==> config.mk <==
export PLATFORM = sky130hd
export DESIGN_NAME = zero_run_length_encoder
export DESIGN_NICKNAME = d
export VERILOG_FILES = /design/src/rtl/zrle_pkg.sv /design/src/rtl/zrle_front.sv /design/src/rtl/zrle_queue.sv /design/src/rtl/zrle_back.sv /design/src/rtl/zero_run_length_encoder.sv
export VERILOG_INCLUDE_DIRS = /design/src /design/src/rtl
export SDC_FILE = /design/constraint.sdc
export NUM_CORES = 2
export LEC_CHECK = 0
export BUFFER_PORTS_ARGS = -buffer_cell sky130_fd_sc_hd__buf_2
export CAP_MARGIN = 20
export CORE_MARGIN = 1
export CORE_UTILIZATION = 32
export CTS_CLUSTER_SIZE = 14
export DETAILED_ROUTE_END_ITERATION = 7
export GPL_TIMING_DRIVEN = 1
export SKIP_CTS_REPAIR_TIMING = 1
export SLEW_MARGIN = 20
export SYNTH_ARGS = -nofsm -noshare
export SYNTH_HDL_FRONTEND = slang
export SYNTH_SLANG_ARGS = --single-unit
==> constraint.sdc <==
create_clock -name clk -period 6.1 [get_ports clk]
set_clock_uncertainty 0.1 [all_clocks]
set_input_delay 0.305 -clock clk [delete_from_list [all_inputs] [get_ports clk]]
set_output_delay 0.305 -clock clk [all_outputs]
set_load 0.01 [all_outputs]
==> src/rtl/zero_run_length_encoder_macros.svh <==
// Assertion macros shared by the zero run-length encoder RTL.
// Depends on nothing; the macros expect signals named clk and rst_n in scope.
`ifndef ZERO_RUN_LENGTH_ENCODER_MACROS_SVH
`define ZERO_RUN_LENGTH_ENCODER_MACROS_SVH
`ifndef SYNTH
`define ZRLE_ASSERT_IMPLIES(lbl, ante, cons, msg) \
    lbl: assert property (@(posedge clk) disable iff (!rst_n) (ante) |-> (cons)) \
        else $error(msg);
`define ZRLE_ASSERT_NEXT(lbl, ante, cons, msg) \
    lbl: assert property (@(posedge clk) disable iff (!rst_n) (ante) |=> (cons)) \
        else $error(msg);
`else
`define ZRLE_ASSERT_IMPLIES(lbl, ante, cons, msg)
`define ZRLE_ASSERT_NEXT(lbl, ante, cons, msg)
`endif
`endif

==> src/rtl/zrle_pkg.sv <==
// Shared types and constants for the zero run-length encoder.
// Depends on nothing; used by every module of the encoder.
`default_nettype none

package zrle_pkg;

    localparam int QUEUE_DEPTH = 4;
    localparam int CFG_INDEX_W = 1;
    localparam int CFG_DATA_W  = 16;

    localparam logic [CFG_INDEX_W-1:0] CFG_IMAGE_WIDTH  = 1'b0;
    localparam logic [CFG_INDEX_W-1:0] CFG_IMAGE_HEIGHT = 1'b1;

    localparam logic [7:0]  RUN_LIMIT = 8'd255;
    localparam logic [16:0] SIZE_CAP  = 17'h10000;

    // One classified pixel: an optional marker and run-length pair, then an
    // optional literal byte.
    typedef struct packed {
        logic        has_pair;
        logic [7:0]  run_len;
        logic        has_lit;
        logic [7:0]  lit;
        logic        image_end;
        logic [15:0] total;
        logic        ovf;
    } cmd_t;

    typedef enum logic [1:0] {
        BK_FIRST,
        BK_RUN,
        BK_LIT
    } back_state_t;

endpackage

`default_nettype wire

==> src/rtl/zrle_front.sv <==
// Front end of the zero run-length encoder: configuration, pixel intake and
// classification into queue commands. Depends on zrle_pkg.
`default_nettype none

module zrle_front (
    input  wire logic                                clk,
    input  wire logic                                rst_n,
    input  wire logic                                cfg_we,
    input  wire logic [zrle_pkg::CFG_INDEX_W-1:0]    cfg_index,
    input  wire logic [zrle_pkg::CFG_DATA_W-1:0]     cfg_wdata,
    input  wire logic                                in_valid,
    output logic                                     in_stall,
    input  wire logic [7:0]                          pixel,
    input  wire logic                                q_full,
    output logic                                     q_push,
    output zrle_pkg::cmd_t                           q_cmd
);

    logic [15:0] width_reg;
    logic [15:0] height_reg;
    logic [31:0] count_reg;
    logic [31:0] cfg_product;
    logic [7:0]  zrun_reg;
    logic [7:0]  zrun_next;
    logic [31:0] pos_reg;
    logic [31:0] pos_next;
    logic [16:0] bytes_reg;
    logic [16:0] bytes_next;

    logic        fire;
    logic        image_empty;
    logic        last;
    logic [7:0]  zrun_inc;
    logic        run_full;
    logic [7:0]  zrun_after;
    logic [16:0] bytes_sum;
    logic [16:0] bytes_sat;

    assign cfg_product = (cfg_index == zrle_pkg::CFG_IMAGE_WIDTH)
                         ? 32'(cfg_wdata) * 32'(height_reg)
                         : 32'(width_reg) * 32'(cfg_wdata);

    always_ff @(posedge clk or negedge rst_n)
    begin
        if (!rst_n)
        begin
            width_reg  <= '0;
            height_reg <= '0;
            count_reg  <= '0;
        end
        else if (cfg_we)
        begin
            if (cfg_index == zrle_pkg::CFG_IMAGE_WIDTH)
            begin
                width_reg <= cfg_wdata;
            end
            else
            begin
                height_reg <= cfg_wdata;
            end
            count_reg <= cfg_product;
        end
    end

    assign in_stall    = q_full;
    assign fire        = in_valid && !q_full;
    assign image_empty = (count_reg == 32'd0);
    assign last        = ({1'b0, pos_reg} + 33'd1) >= {1'b0, count_reg};
    assign zrun_inc    = zrun_reg + 8'd1;
    assign run_full    = (zrun_inc == zrle_pkg::RUN_LIMIT);

    always_comb
    begin
        q_cmd.lit       = pixel;
        q_cmd.image_end = last;
        if (pixel != 8'd0)
        begin
            q_cmd.has_pair = (zrun_reg != 8'd0);
            q_cmd.run_len  = zrun_reg;
            q_cmd.has_lit  = 1'b1;
            zrun_after     = 8'd0;
        end
        else
        begin
            q_cmd.has_pair = run_full || last;
            q_cmd.run_len  = zrun_inc;
            q_cmd.has_lit  = 1'b0;
            zrun_after     = run_full ? 8'd0 : zrun_inc;
        end
        bytes_sum = bytes_reg + 17'({q_cmd.has_pair, q_cmd.has_lit});
        bytes_sat = (bytes_sum >= zrle_pkg::SIZE_CAP) ? zrle_pkg::SIZE_CAP : bytes_sum;
        q_cmd.total = bytes_sat[16] ? 16'hFFFF : bytes_sat[15:0];
        q_cmd.ovf   = bytes_sat[16];
    end

    assign q_push = fire && !image_empty && (q_cmd.has_pair || q_cmd.has_lit);

    always_comb
    begin
        zrun_next  = zrun_reg;
        pos_next   = pos_reg;
        bytes_next = bytes_reg;
        if (fire && !image_empty)
        begin
            if (last)
            begin
                zrun_next  = 8'd0;
                pos_next   = 32'd0;
                bytes_next = 17'd0;
            end
            else
            begin
                zrun_next  = zrun_after;
                pos_next   = pos_reg + 32'd1;
                bytes_next = bytes_sat;
            end
        end
    end

    always_ff @(posedge clk or negedge rst_n)
    begin
        if (!rst_n)
        begin
            zrun_reg  <= '0;
            pos_reg   <= '0;
            bytes_reg <= '0;
        end
        else
        begin
            zrun_reg  <= zrun_next;
            pos_reg   <= pos_next;
            bytes_reg <= bytes_next;
        end
    end

endmodule

`default_nettype wire

==> src/rtl/zrle_queue.sv <==
// Short command queue between the front and back ends of the encoder.
// Depends on zrle_pkg for the command type.
`default_nettype none

module zrle_queue #(
    parameter int DEPTH = zrle_pkg::QUEUE_DEPTH
) (
    input  wire logic           clk,
    input  wire logic           rst_n,
    input  wire logic           push,
    input  zrle_pkg::cmd_t      push_cmd,
    input  wire logic           pop,
    output zrle_pkg::cmd_t      head,
    output logic                not_empty,
    output logic                full
);

    localparam int AW = $clog2(DEPTH);
    localparam int CW = $clog2(DEPTH + 1);

    zrle_pkg::cmd_t entries [DEPTH];

    logic [AW-1:0] wr_ptr_reg;
    logic [AW-1:0] wr_ptr_next;
    logic [AW-1:0] rd_ptr_reg;
    logic [AW-1:0] rd_ptr_next;
    logic [CW-1:0] fill_reg;
    logic [CW-1:0] fill_next;

    assign head      = entries[rd_ptr_reg];
    assign not_empty = (fill_reg != '0);
    assign full      = (fill_reg == CW'(DEPTH));

    always_comb
    begin
        wr_ptr_next = wr_ptr_reg;
        rd_ptr_next = rd_ptr_reg;
        if (push)
        begin
            wr_ptr_next = (wr_ptr_reg == AW'(DEPTH - 1)) ? '0 : wr_ptr_reg + 1'b1;
        end
        if (pop)
        begin
            rd_ptr_next = (rd_ptr_reg == AW'(DEPTH - 1)) ? '0 : rd_ptr_reg + 1'b1;
        end
        unique case ({push, pop})
            2'b10:   fill_next = fill_reg + 1'b1;
            2'b01:   fill_next = fill_reg - 1'b1;
            default: fill_next = fill_reg;
        endcase
    end

    always_ff @(posedge clk or negedge rst_n)
    begin
        if (!rst_n)
        begin
            wr_ptr_reg <= '0;
            rd_ptr_reg <= '0;
            fill_reg   <= '0;
        end
        else
        begin
            wr_ptr_reg <= wr_ptr_next;
            rd_ptr_reg <= rd_ptr_next;
            fill_reg   <= fill_next;
        end
    end

    always_ff @(posedge clk)
    begin
        if (push)
        begin
            entries[wr_ptr_reg] <= push_cmd;
        end
    end

endmodule

`default_nettype wire

==> src/rtl/zrle_back.sv <==
// Back end of the encoder: expands queued commands into output bytes and
// holds them in the output register. Depends on zrle_pkg.
`default_nettype none

module zrle_back (
    input  wire logic           clk,
    input  wire logic           rst_n,
    input  zrle_pkg::cmd_t      head,
    input  wire logic           head_valid,
    output logic                pop,
    output logic                out_valid,
    input  wire logic           out_stall,
    output logic [7:0]          out_byte,
    output logic                burst_end,
    output logic                image_end,
    output logic [15:0]         total_size,
    output logic                size_overflow
);

    zrle_pkg::back_state_t state_reg;
    zrle_pkg::back_state_t state_next;

    logic        advance;
    logic [7:0]  byte_sel;
    logic        is_last;

    logic        out_valid_reg;
    logic        out_valid_next;
    logic [7:0]  out_byte_reg;
    logic        burst_end_reg;
    logic        image_end_reg;
    logic [15:0] total_size_reg;
    logic        size_overflow_reg;

    assign advance = head_valid && (!out_valid_reg || !out_stall);

    always_comb
    begin
        unique case (state_reg)
            zrle_pkg::BK_FIRST:
            begin
                byte_sel = head.has_pair ? 8'd0 : head.lit;
                is_last  = !head.has_pair;
            end
            zrle_pkg::BK_RUN:
            begin
                byte_sel = head.run_len;
                is_last  = !head.has_lit;
            end
            zrle_pkg::BK_LIT:
            begin
                byte_sel = head.lit;
                is_last  = 1'b1;
            end
            default:
            begin
                byte_sel = head.lit;
                is_last  = 1'b1;
            end
        endcase
    end

    always_comb
    begin
        state_next = state_reg;
        if (advance)
        begin
            unique case (state_reg)
                zrle_pkg::BK_FIRST:
                    state_next = head.has_pair ? zrle_pkg::BK_RUN : zrle_pkg::BK_FIRST;
                zrle_pkg::BK_RUN:
                    state_next = head.has_lit ? zrle_pkg::BK_LIT : zrle_pkg::BK_FIRST;
                default:
                    state_next = zrle_pkg::BK_FIRST;
            endcase
        end
    end

    assign pop = advance && is_last;

    always_comb
    begin
        out_valid_next = out_valid_reg;
        if (advance)
        begin
            out_valid_next = 1'b1;
        end
        else if (!out_stall)
        begin
            out_valid_next = 1'b0;
        end
    end

    always_ff @(posedge clk or negedge rst_n)
    begin
        if (!rst_n)
        begin
            state_reg     <= zrle_pkg::BK_FIRST;
            out_valid_reg <= 1'b0;
        end
        else
        begin
            state_reg     <= state_next;
            out_valid_reg <= out_valid_next;
        end
    end

    always_ff @(posedge clk)
    begin
        if (advance)
        begin
            out_byte_reg      <= byte_sel;
            burst_end_reg     <= is_last;
            image_end_reg     <= is_last && head.image_end;
            total_size_reg    <= (is_last && head.image_end) ? head.total : 16'd0;
            size_overflow_reg <= is_last && head.image_end && head.ovf;
        end
    end

    assign out_valid     = out_valid_reg;
    assign out_byte      = out_byte_reg;
    assign burst_end     = burst_end_reg;
    assign image_end     = image_end_reg;
    assign total_size    = total_size_reg;
    assign size_overflow = size_overflow_reg;

endmodule

`default_nettype wire

==> src/rtl/zero_run_length_encoder.sv <==
// Zero run-length encoder: a pixel's command is registered in the queue, then its first
// output byte in the output register; a pixel yields 0 to 3 bytes, one per unstalled cycle.
// Pixels are taken every cycle while the command queue has room; the single output
// byte port sets the sustained rate. Reset is asynchronous, active low: it clears the
// image size registers, the run, position and byte counters, the queue and the output.
// Depends on zrle_pkg, zrle_front, zrle_queue, zrle_back and the assertion macro header.
`default_nettype none

`include "zero_run_length_encoder_macros.svh"

module zero_run_length_encoder #(
    parameter int QUEUE_DEPTH = zrle_pkg::QUEUE_DEPTH
) (
    input  wire logic                             clk,
    input  wire logic                             rst_n,
    input  wire logic                             cfg_we,
    input  wire logic [zrle_pkg::CFG_INDEX_W-1:0] cfg_index,
    input  wire logic [zrle_pkg::CFG_DATA_W-1:0]  cfg_wdata,
    input  wire logic                             in_valid,
    output logic                                  in_stall,
    input  wire logic [7:0]                       pixel,
    output logic                                  out_valid,
    input  wire logic                             out_stall,
    output logic [7:0]                            out_byte,
    output logic                                  burst_end,
    output logic                                  image_end,
    output logic [15:0]                           total_size,
    output logic                                  size_overflow
);

    zrle_pkg::cmd_t q_cmd;
    zrle_pkg::cmd_t q_head;
    logic           q_push;
    logic           q_pop;
    logic           q_not_empty;
    logic           q_full;

    zrle_front u_front (
        .clk       (clk),
        .rst_n     (rst_n),
        .cfg_we    (cfg_we),
        .cfg_index (cfg_index),
        .cfg_wdata (cfg_wdata),
        .in_valid  (in_valid),
        .in_stall  (in_stall),
        .pixel     (pixel),
        .q_full    (q_full),
        .q_push    (q_push),
        .q_cmd     (q_cmd)
    );

    zrle_queue #(
        .DEPTH (QUEUE_DEPTH)
    ) u_queue (
        .clk       (clk),
        .rst_n     (rst_n),
        .push      (q_push),
        .push_cmd  (q_cmd),
        .pop       (q_pop),
        .head      (q_head),
        .not_empty (q_not_empty),
        .full      (q_full)
    );

    zrle_back u_back (
        .clk           (clk),
        .rst_n         (rst_n),
        .head          (q_head),
        .head_valid    (q_not_empty),
        .pop           (q_pop),
        .out_valid     (out_valid),
        .out_stall     (out_stall),
        .out_byte      (out_byte),
        .burst_end     (burst_end),
        .image_end     (image_end),
        .total_size    (total_size),
        .size_overflow (size_overflow)
    );

    `ZRLE_ASSERT_IMPLIES(a_end_closes_burst, out_valid && image_end, burst_end, "image end without burst end")
    `ZRLE_ASSERT_IMPLIES(a_ovf_saturates, out_valid && size_overflow, image_end && (total_size == 16'hFFFF), "overflow without saturated size")
    `ZRLE_ASSERT_IMPLIES(a_size_only_at_end, out_valid && !image_end, (total_size == 16'd0) && !size_overflow, "size shown before image end")
    `ZRLE_ASSERT_NEXT(a_queue_no_overrun, q_full && !q_pop, !q_push, "push into a full queue")

endmodule

`default_nettype wire

Word level (Yosys, flattened, before mapping)
Memories as Yosys holds them, arrays and structs flattened.
Cells that the tools add are included.
{"block": "word_totals", "input_bits": 30, "ram_bits": 144, "latch_bits": 0, "wordCells": 84, "mem_count": 1, "mem_bits_ro": 0, "ff_bits": 158}
{"memory": "u_queue.entries", "depth": 4, "word_bits": 36, "rd": 1, "rd_ports_with_merged_regs": 0, "write_ports": 1, "line": "zrle_queue.sv:21", "text": "zrle_pkg::cmd_t entries [DEPTH];"}
{"block": "op_classes", "eq_ne": 8, "bitwise_logic": 1, "order_cmp": 2, "add_sub_neg": 8, "n_shift": 0, "div": 0, "reduce_logical": 24, "mul": 2, "muxes": 22}
{"operator": "multiplier 16 x 16 -> 32 bit", "n": 2}
{"operator": "two-way mux 32 bit", "n": 2}
{"operator": "two-way mux 17 bit", "n": 2}
{"operator": "adder 32 x 1 -> 33 bit, second input constant", "n": 1}
{"operator": "greater-or-equal comparator 33 x 32 -> 1 bit", "n": 1}
{"operator": "adder 32 x 1 -> 32 bit, second input constant", "n": 1}
{"operator": "zero test 32 bit", "n": 1}
{"operator": "two-way mux 8 bit", "n": 4}
{"operator": "adder 17 x 2 -> 17 bit", "n": 1}
{"operator": "greater-or-equal comparator 17 bit, second input constant", "n": 1}
{"operator": "two-way mux 16 bit", "n": 1}
{"operator": "one-hot mux 8 bit (2 select lines)", "n": 1}
{"operator": "nonzero test 8 bit", "n": 2}
{"operator": "two-way mux 10 bit", "n": 1}
{"operator": "adder 8 x 1 -> 8 bit, second input constant", "n": 1}
{"operator": "equality test 8 bit, second input constant", "n": 1}
{"operator": "logical AND 1 bit", "n": 7}
{"operator": "equality test 2 bit, second input constant", "n": 3}
{"operator": "zero test 1 bit", "n": 6}
{"operator": "two-way mux 2 bit", "n": 3}
{"operator": "one-hot mux 3 bit (2 select lines)", "n": 1}
{"operator": "two-way mux 1 bit", "n": 5}
{"operator": "adder 2 x 1 -> 2 bit, second input constant", "n": 2}
{"operator": "equality test 2 x 1 -> 1 bit, second input constant", "n": 2}
{"operator": "other kinds (12)", "n": 15}

Longest topological paths before layout
{"block": "depth", "word_depth": 8, "depth_mapped": 25, "depth_no_buf": 25}

Hierarchy
Synthesis repeated with hierarchy kept, for this count alone.
{"block": "unflattened", "hier_cells": 3111, "area_unflattened_um2": 31283.8}
{"module": "zrle_front", "area_each_um2": 24393.4, "n_inst": 1, "seq_area_each_um2": 3027.9, "cells_per_inst": 2792}
{"module": "zrle_queue", "area_each_um2": 5624.1, "n_inst": 1, "seq_area_each_um2": 4499.3, "cells_per_inst": 227}
{"module": "zrle_back", "area_each_um2": 1266.2, "n_inst": 1, "seq_area_each_um2": 885.8, "cells_per_inst": 92}

Worst setup path before layout
Ideal clock, no wire load.
{"block": "synth_timing", "path_kind": "register -> register", "startpoint": "reg u_front.pos_reg[2]", "endpoint": "mem u_queue.entries[0][7] in the netlist's numbering (data pin)", "path_stages_with_launch": 26, "setup_ns": 0.278, "path_slack_ns": 0.091, "arrival_time_ns": 5.631, "path_buffers": 2, "period_less_slack_ns": 6.009, "cell_sequence": "dfrtp_1 > nand3_2 > nor3_2 > and2_1 > nand4_2 > nor3_2 > nand4_1 > xnor2_1 > ha_1 > nand3_1 > or4_4 > nor3_2 > o21ai_1 > o22ai_4 > nor4_4 > a31oi_1 > fa_1 > nand3_1 > nor2_2 > nand4_1 > nor2_1 > and3_1 > xnor2_2 > buf_2 > buf_6 > nand3_1"}
{"item": "start, declared", "line": "zrle_front.sv:25", "text": "logic [31:0] pos_reg;"}
{"item": "start signal, assigned", "line": "zrle_front.sv:131", "text": "pos_reg <= pos_next;"}
{"item": "end, declared", "line": "zrle_queue.sv:21"}

Worst setup path in the final report
{"block": "layout_timing", "startpoint": "reg u_front.width_reg[8]", "endpoint": "reg u_front.count_reg[31]"}
{"block": "layout_via", "elab_chain_len": 2}
{"item": "start, declared", "line": "zrle_front.sv:19", "text": "logic [15:0] width_reg;"}
{"item": "start signal, assigned", "line": "zrle_front.sv:55", "text": "width_reg <= cfg_wdata;"}
{"item": "multiplier 16 x 16 -> 32 bit", "line": "zrle_front.sv:41", "text": ": 32'(width_reg) * 32'(cfg_wdata);"}
{"item": "two-way mux 32 bit", "line": "zrle_front.sv:40", "text": "? 32'(cfg_wdata) * 32'(height_reg)"}
{"item": "end signal, assigned", "line": "zrle_front.sv:61", "text": "count_reg <= cfg_product;"}
{"item": "end, declared", "line": "zrle_front.sv:21", "text": "logic [31:0] count_reg;"}
No other way between the ends.
A chain may end at the register's enable or synchronous reset.

==> flow_summary.yaml <==
grt:
  grt_pass1_wl_mm: 128.8
  grt_pass1_vias: 23744
  track_usage: 0.1636
  grt.overflow.total: 0
  grt_antenna_before_repair: 2
  grt_start_max_net_pins: 67
final_layout:
  num_antenna_cells: 0
  layout_common_cells: "inv_1, nand2_1, fa_1"
  final_cells: 4698
  fin_area_sq_um: 36760
  nets: 4067
  largest_reg_flops: 144
  syn_to_final_growth_pct: 17.84
  final_common_cell: "inv_1"
  nFillCells: 9467
  drive_gt1_frac: 0.1815
timing:
  slew_violations: 0
  rsz0062_at_grt: "true"
  fin_crit_sh: 0.9931
  finalSetupTns_ps: 0
  max_slew_margin: 0.2581
  hold_viol: 0
  holdWs_ps: 83.71
  finalCriticalPeriod_ps: 6058
  fmax_mhz: 165.1
  worstMarginPinSlew_ps: 1110
  finalSetupViolCount: 0
critical_path:
  crit_type: "flop to flop"
  cpMostUsedCell: "fa_1"
  crit_path_end_kind: "flop"
  crit_path_start_kind: "flop"
  critPathMaxFanout: 6
  cp.arrival_ps: 6410
  cp_cell_sequence: "buf_4 > buf_4 > and2_1 > fa_1 > inv_1 > fa_1 > inv_1 > fa_1 > fa_1 > fa_1 > ha_1 > ha_1 > a21o_1 > a21oi_1 > o21ai_0 > a41o_1 > o21a_1 > o2111ai_2 > mux2i_1 > a211o_1"
  slowest_delay_ps: 540
  critical_path_required_ps: 6450
  slowest_stage: "fa_1"
detailed_routing:
  drc_errors: 0
  routed_via_density: 4.810
  antenna_left: 0
  route.met3.wl_mm: 4.128
  drt-pass1-iter-count: 5
  vias: 22596
  wl_per_cell_microns: 17.06
  drt_iter0_markers: 1207
  wl_met2_mm: 38.77
  wirelength_mm: 80.13
  wl_met1_mm: 35.32
  highest_layer: "met5"
clock_tree:
  clk_pin_slew_worst_paths_ps: 60
  clk_latency_ps: 590
  ctsRootBufferMaster: "clkbuf_16"
  cts_tree: "done"
  cts_max_level: 2
  clock_path_buffers: 3
  cts_sinks: 302
  cts_buffers: 35
place:
  globalplace.congestion: 0.8672
  portBuffers: 58
  dp_cells: 4602
  placed_cell_area_sq_um: 34640
  hpwl_mm: 61.39
floorplanning:
  initial_core_util: 0.3231
  dieHeight_microns: 314.2
  ios: 59
  fp.dieArea_sq_um: 98740
  die_x_microns: 314.2
  coreArea_sq_um: 96570
  fp-row-count: 114
synthesis:
  yosysWarningCount: 0
  postSynthAreaPerCell_sq_um: 9.932
  syn_area_sq_um: 31200
  synth.top_cell.area_share: 0.2503
  async_reset_ff_frac: 0.4338
  ys_ff_latch: 302
  synth_area_leader_cell: "fa_1"
  synth_edf_count: 171
  synth_area_leaders: "fa_1, edfxtp_1, dfrtp_1"
  synth_fp_nets: 3813
  synth_cell_types: 87
  synthCells: 3141
  synth_flop_cell: "edfxtp_1"
  seq_area_frac_synth: 0.2697
hold_path:
  min_path_type: "input port to flop"
flow_run:
  drv_cap: 0
outcome:
  status: "finished, final reports clean"
synth_stat cells, types with 12 or more instances:
master,instances
mux4_2,36
nand2_1,480
nand4_1,29
clkbuf_1,119
a31oi_1,14
nor4_1,17
a211oi_1,14
fa_1,390
dfrtp_1,131
a21oi_1,81
and2_1,248
inv_1,522
mux2_2,16
a21o_1,43
o211ai_1,17
and3_1,32
a22o_1,12
nand3_1,56
nor2_1,71
ha_1,252
or3_1,12
xor2_1,26
nand2b_1,14
nor3_1,20
xnor2_1,57
o21ai_0,82
edfxtp_1,171
cells by family after synthesis:
kind of cell | Yosys count | share of synthesized area
xor gates and xnor gates | 84 | 0.02382
DFF | 302 | 0.2697
buffers and inverters | 664 | 0.08117
AOI/OAI and AO/OA | 364 | 0.07785
adders and majority gates | 642 | 0.3513
muxes | 65 | 0.03626
and+or+nand+nor | 1020 | 0.1599
stage by stage:
| step | worst slack, ps | utilization |
|---|---|---|
| after global routing | -160.3 | 0.3807 |
| after CTS | -340.6 | 0.3706 |
| after global placement | -394.0 | 0.3587 |
| after floorplan | 90.76 | - |
| final | 42.22 | 0.3807 |
| after detailed placement | -360.4 | 0.3587 |
worst paths after layout:
kind	startpoint	endpoint	slack [ps]	cells past startpoint
min in group asynchronous	rst_n	u_front.height_reg[3]$_DFFE_PN0P_	160	2
max	u_front.width_reg[8]$_DFFE_PN0P_	u_front.count_reg[31]$_DFFE_PN0P_	40	20
min reg2reg	u_queue.fill_reg[1]$_DFFE_PN0P_	u_back.out_valid$_DFFE_PN0P_	400	2
min	cfg_wdata[2]	u_front.width_reg[2]$_DFFE_PN0P_	80	3
max reg2reg	u_front.width_reg[8]$_DFFE_PN0P_	u_front.count_reg[31]$_DFFE_PN0P_	40	20
max in group asynchronous	rst_n	u_queue.rd_ptr_reg[0]$_DFFE_PN0P_	4230	3
worst max-delay path: cells and delay by family (launching register included):
family,cells,cell delay [ps]
adders and majority gates,7,3200
DFF,1,490
muxes,1,100
AOI/OAI and AO/OA,7,1450
buffers and inverters,4,460
and+or+nand+nor,1,160
routing by layer:
metal / up-vias / track usage
met1: 11271 / 0.2130
li1: 10691 / -
met2: 498 / 0.2792
met5: - / 0
met3: 132 / 0.03096
met4: 4 / 0.03891
area by class of cell:
type / instances / area, sq um / area share
multi-input cells: 2175 / 20900 / 0.5684
clock inverters: 19 / 201.4 / 0.005479
flip-flops and latches: 302 / 8434 / 0.2294
clock buffers: 45 / 943.4 / 0.02566
repair buffers: 355 / 2711 / 0.07375
well taps: 1276 / 1597 / 0.04343
inverters: 526 / 1979 / 0.05384
Power is not shown: default switching activity piles up to over one toggle a cycle in this logic, so the estimate is an artifact.
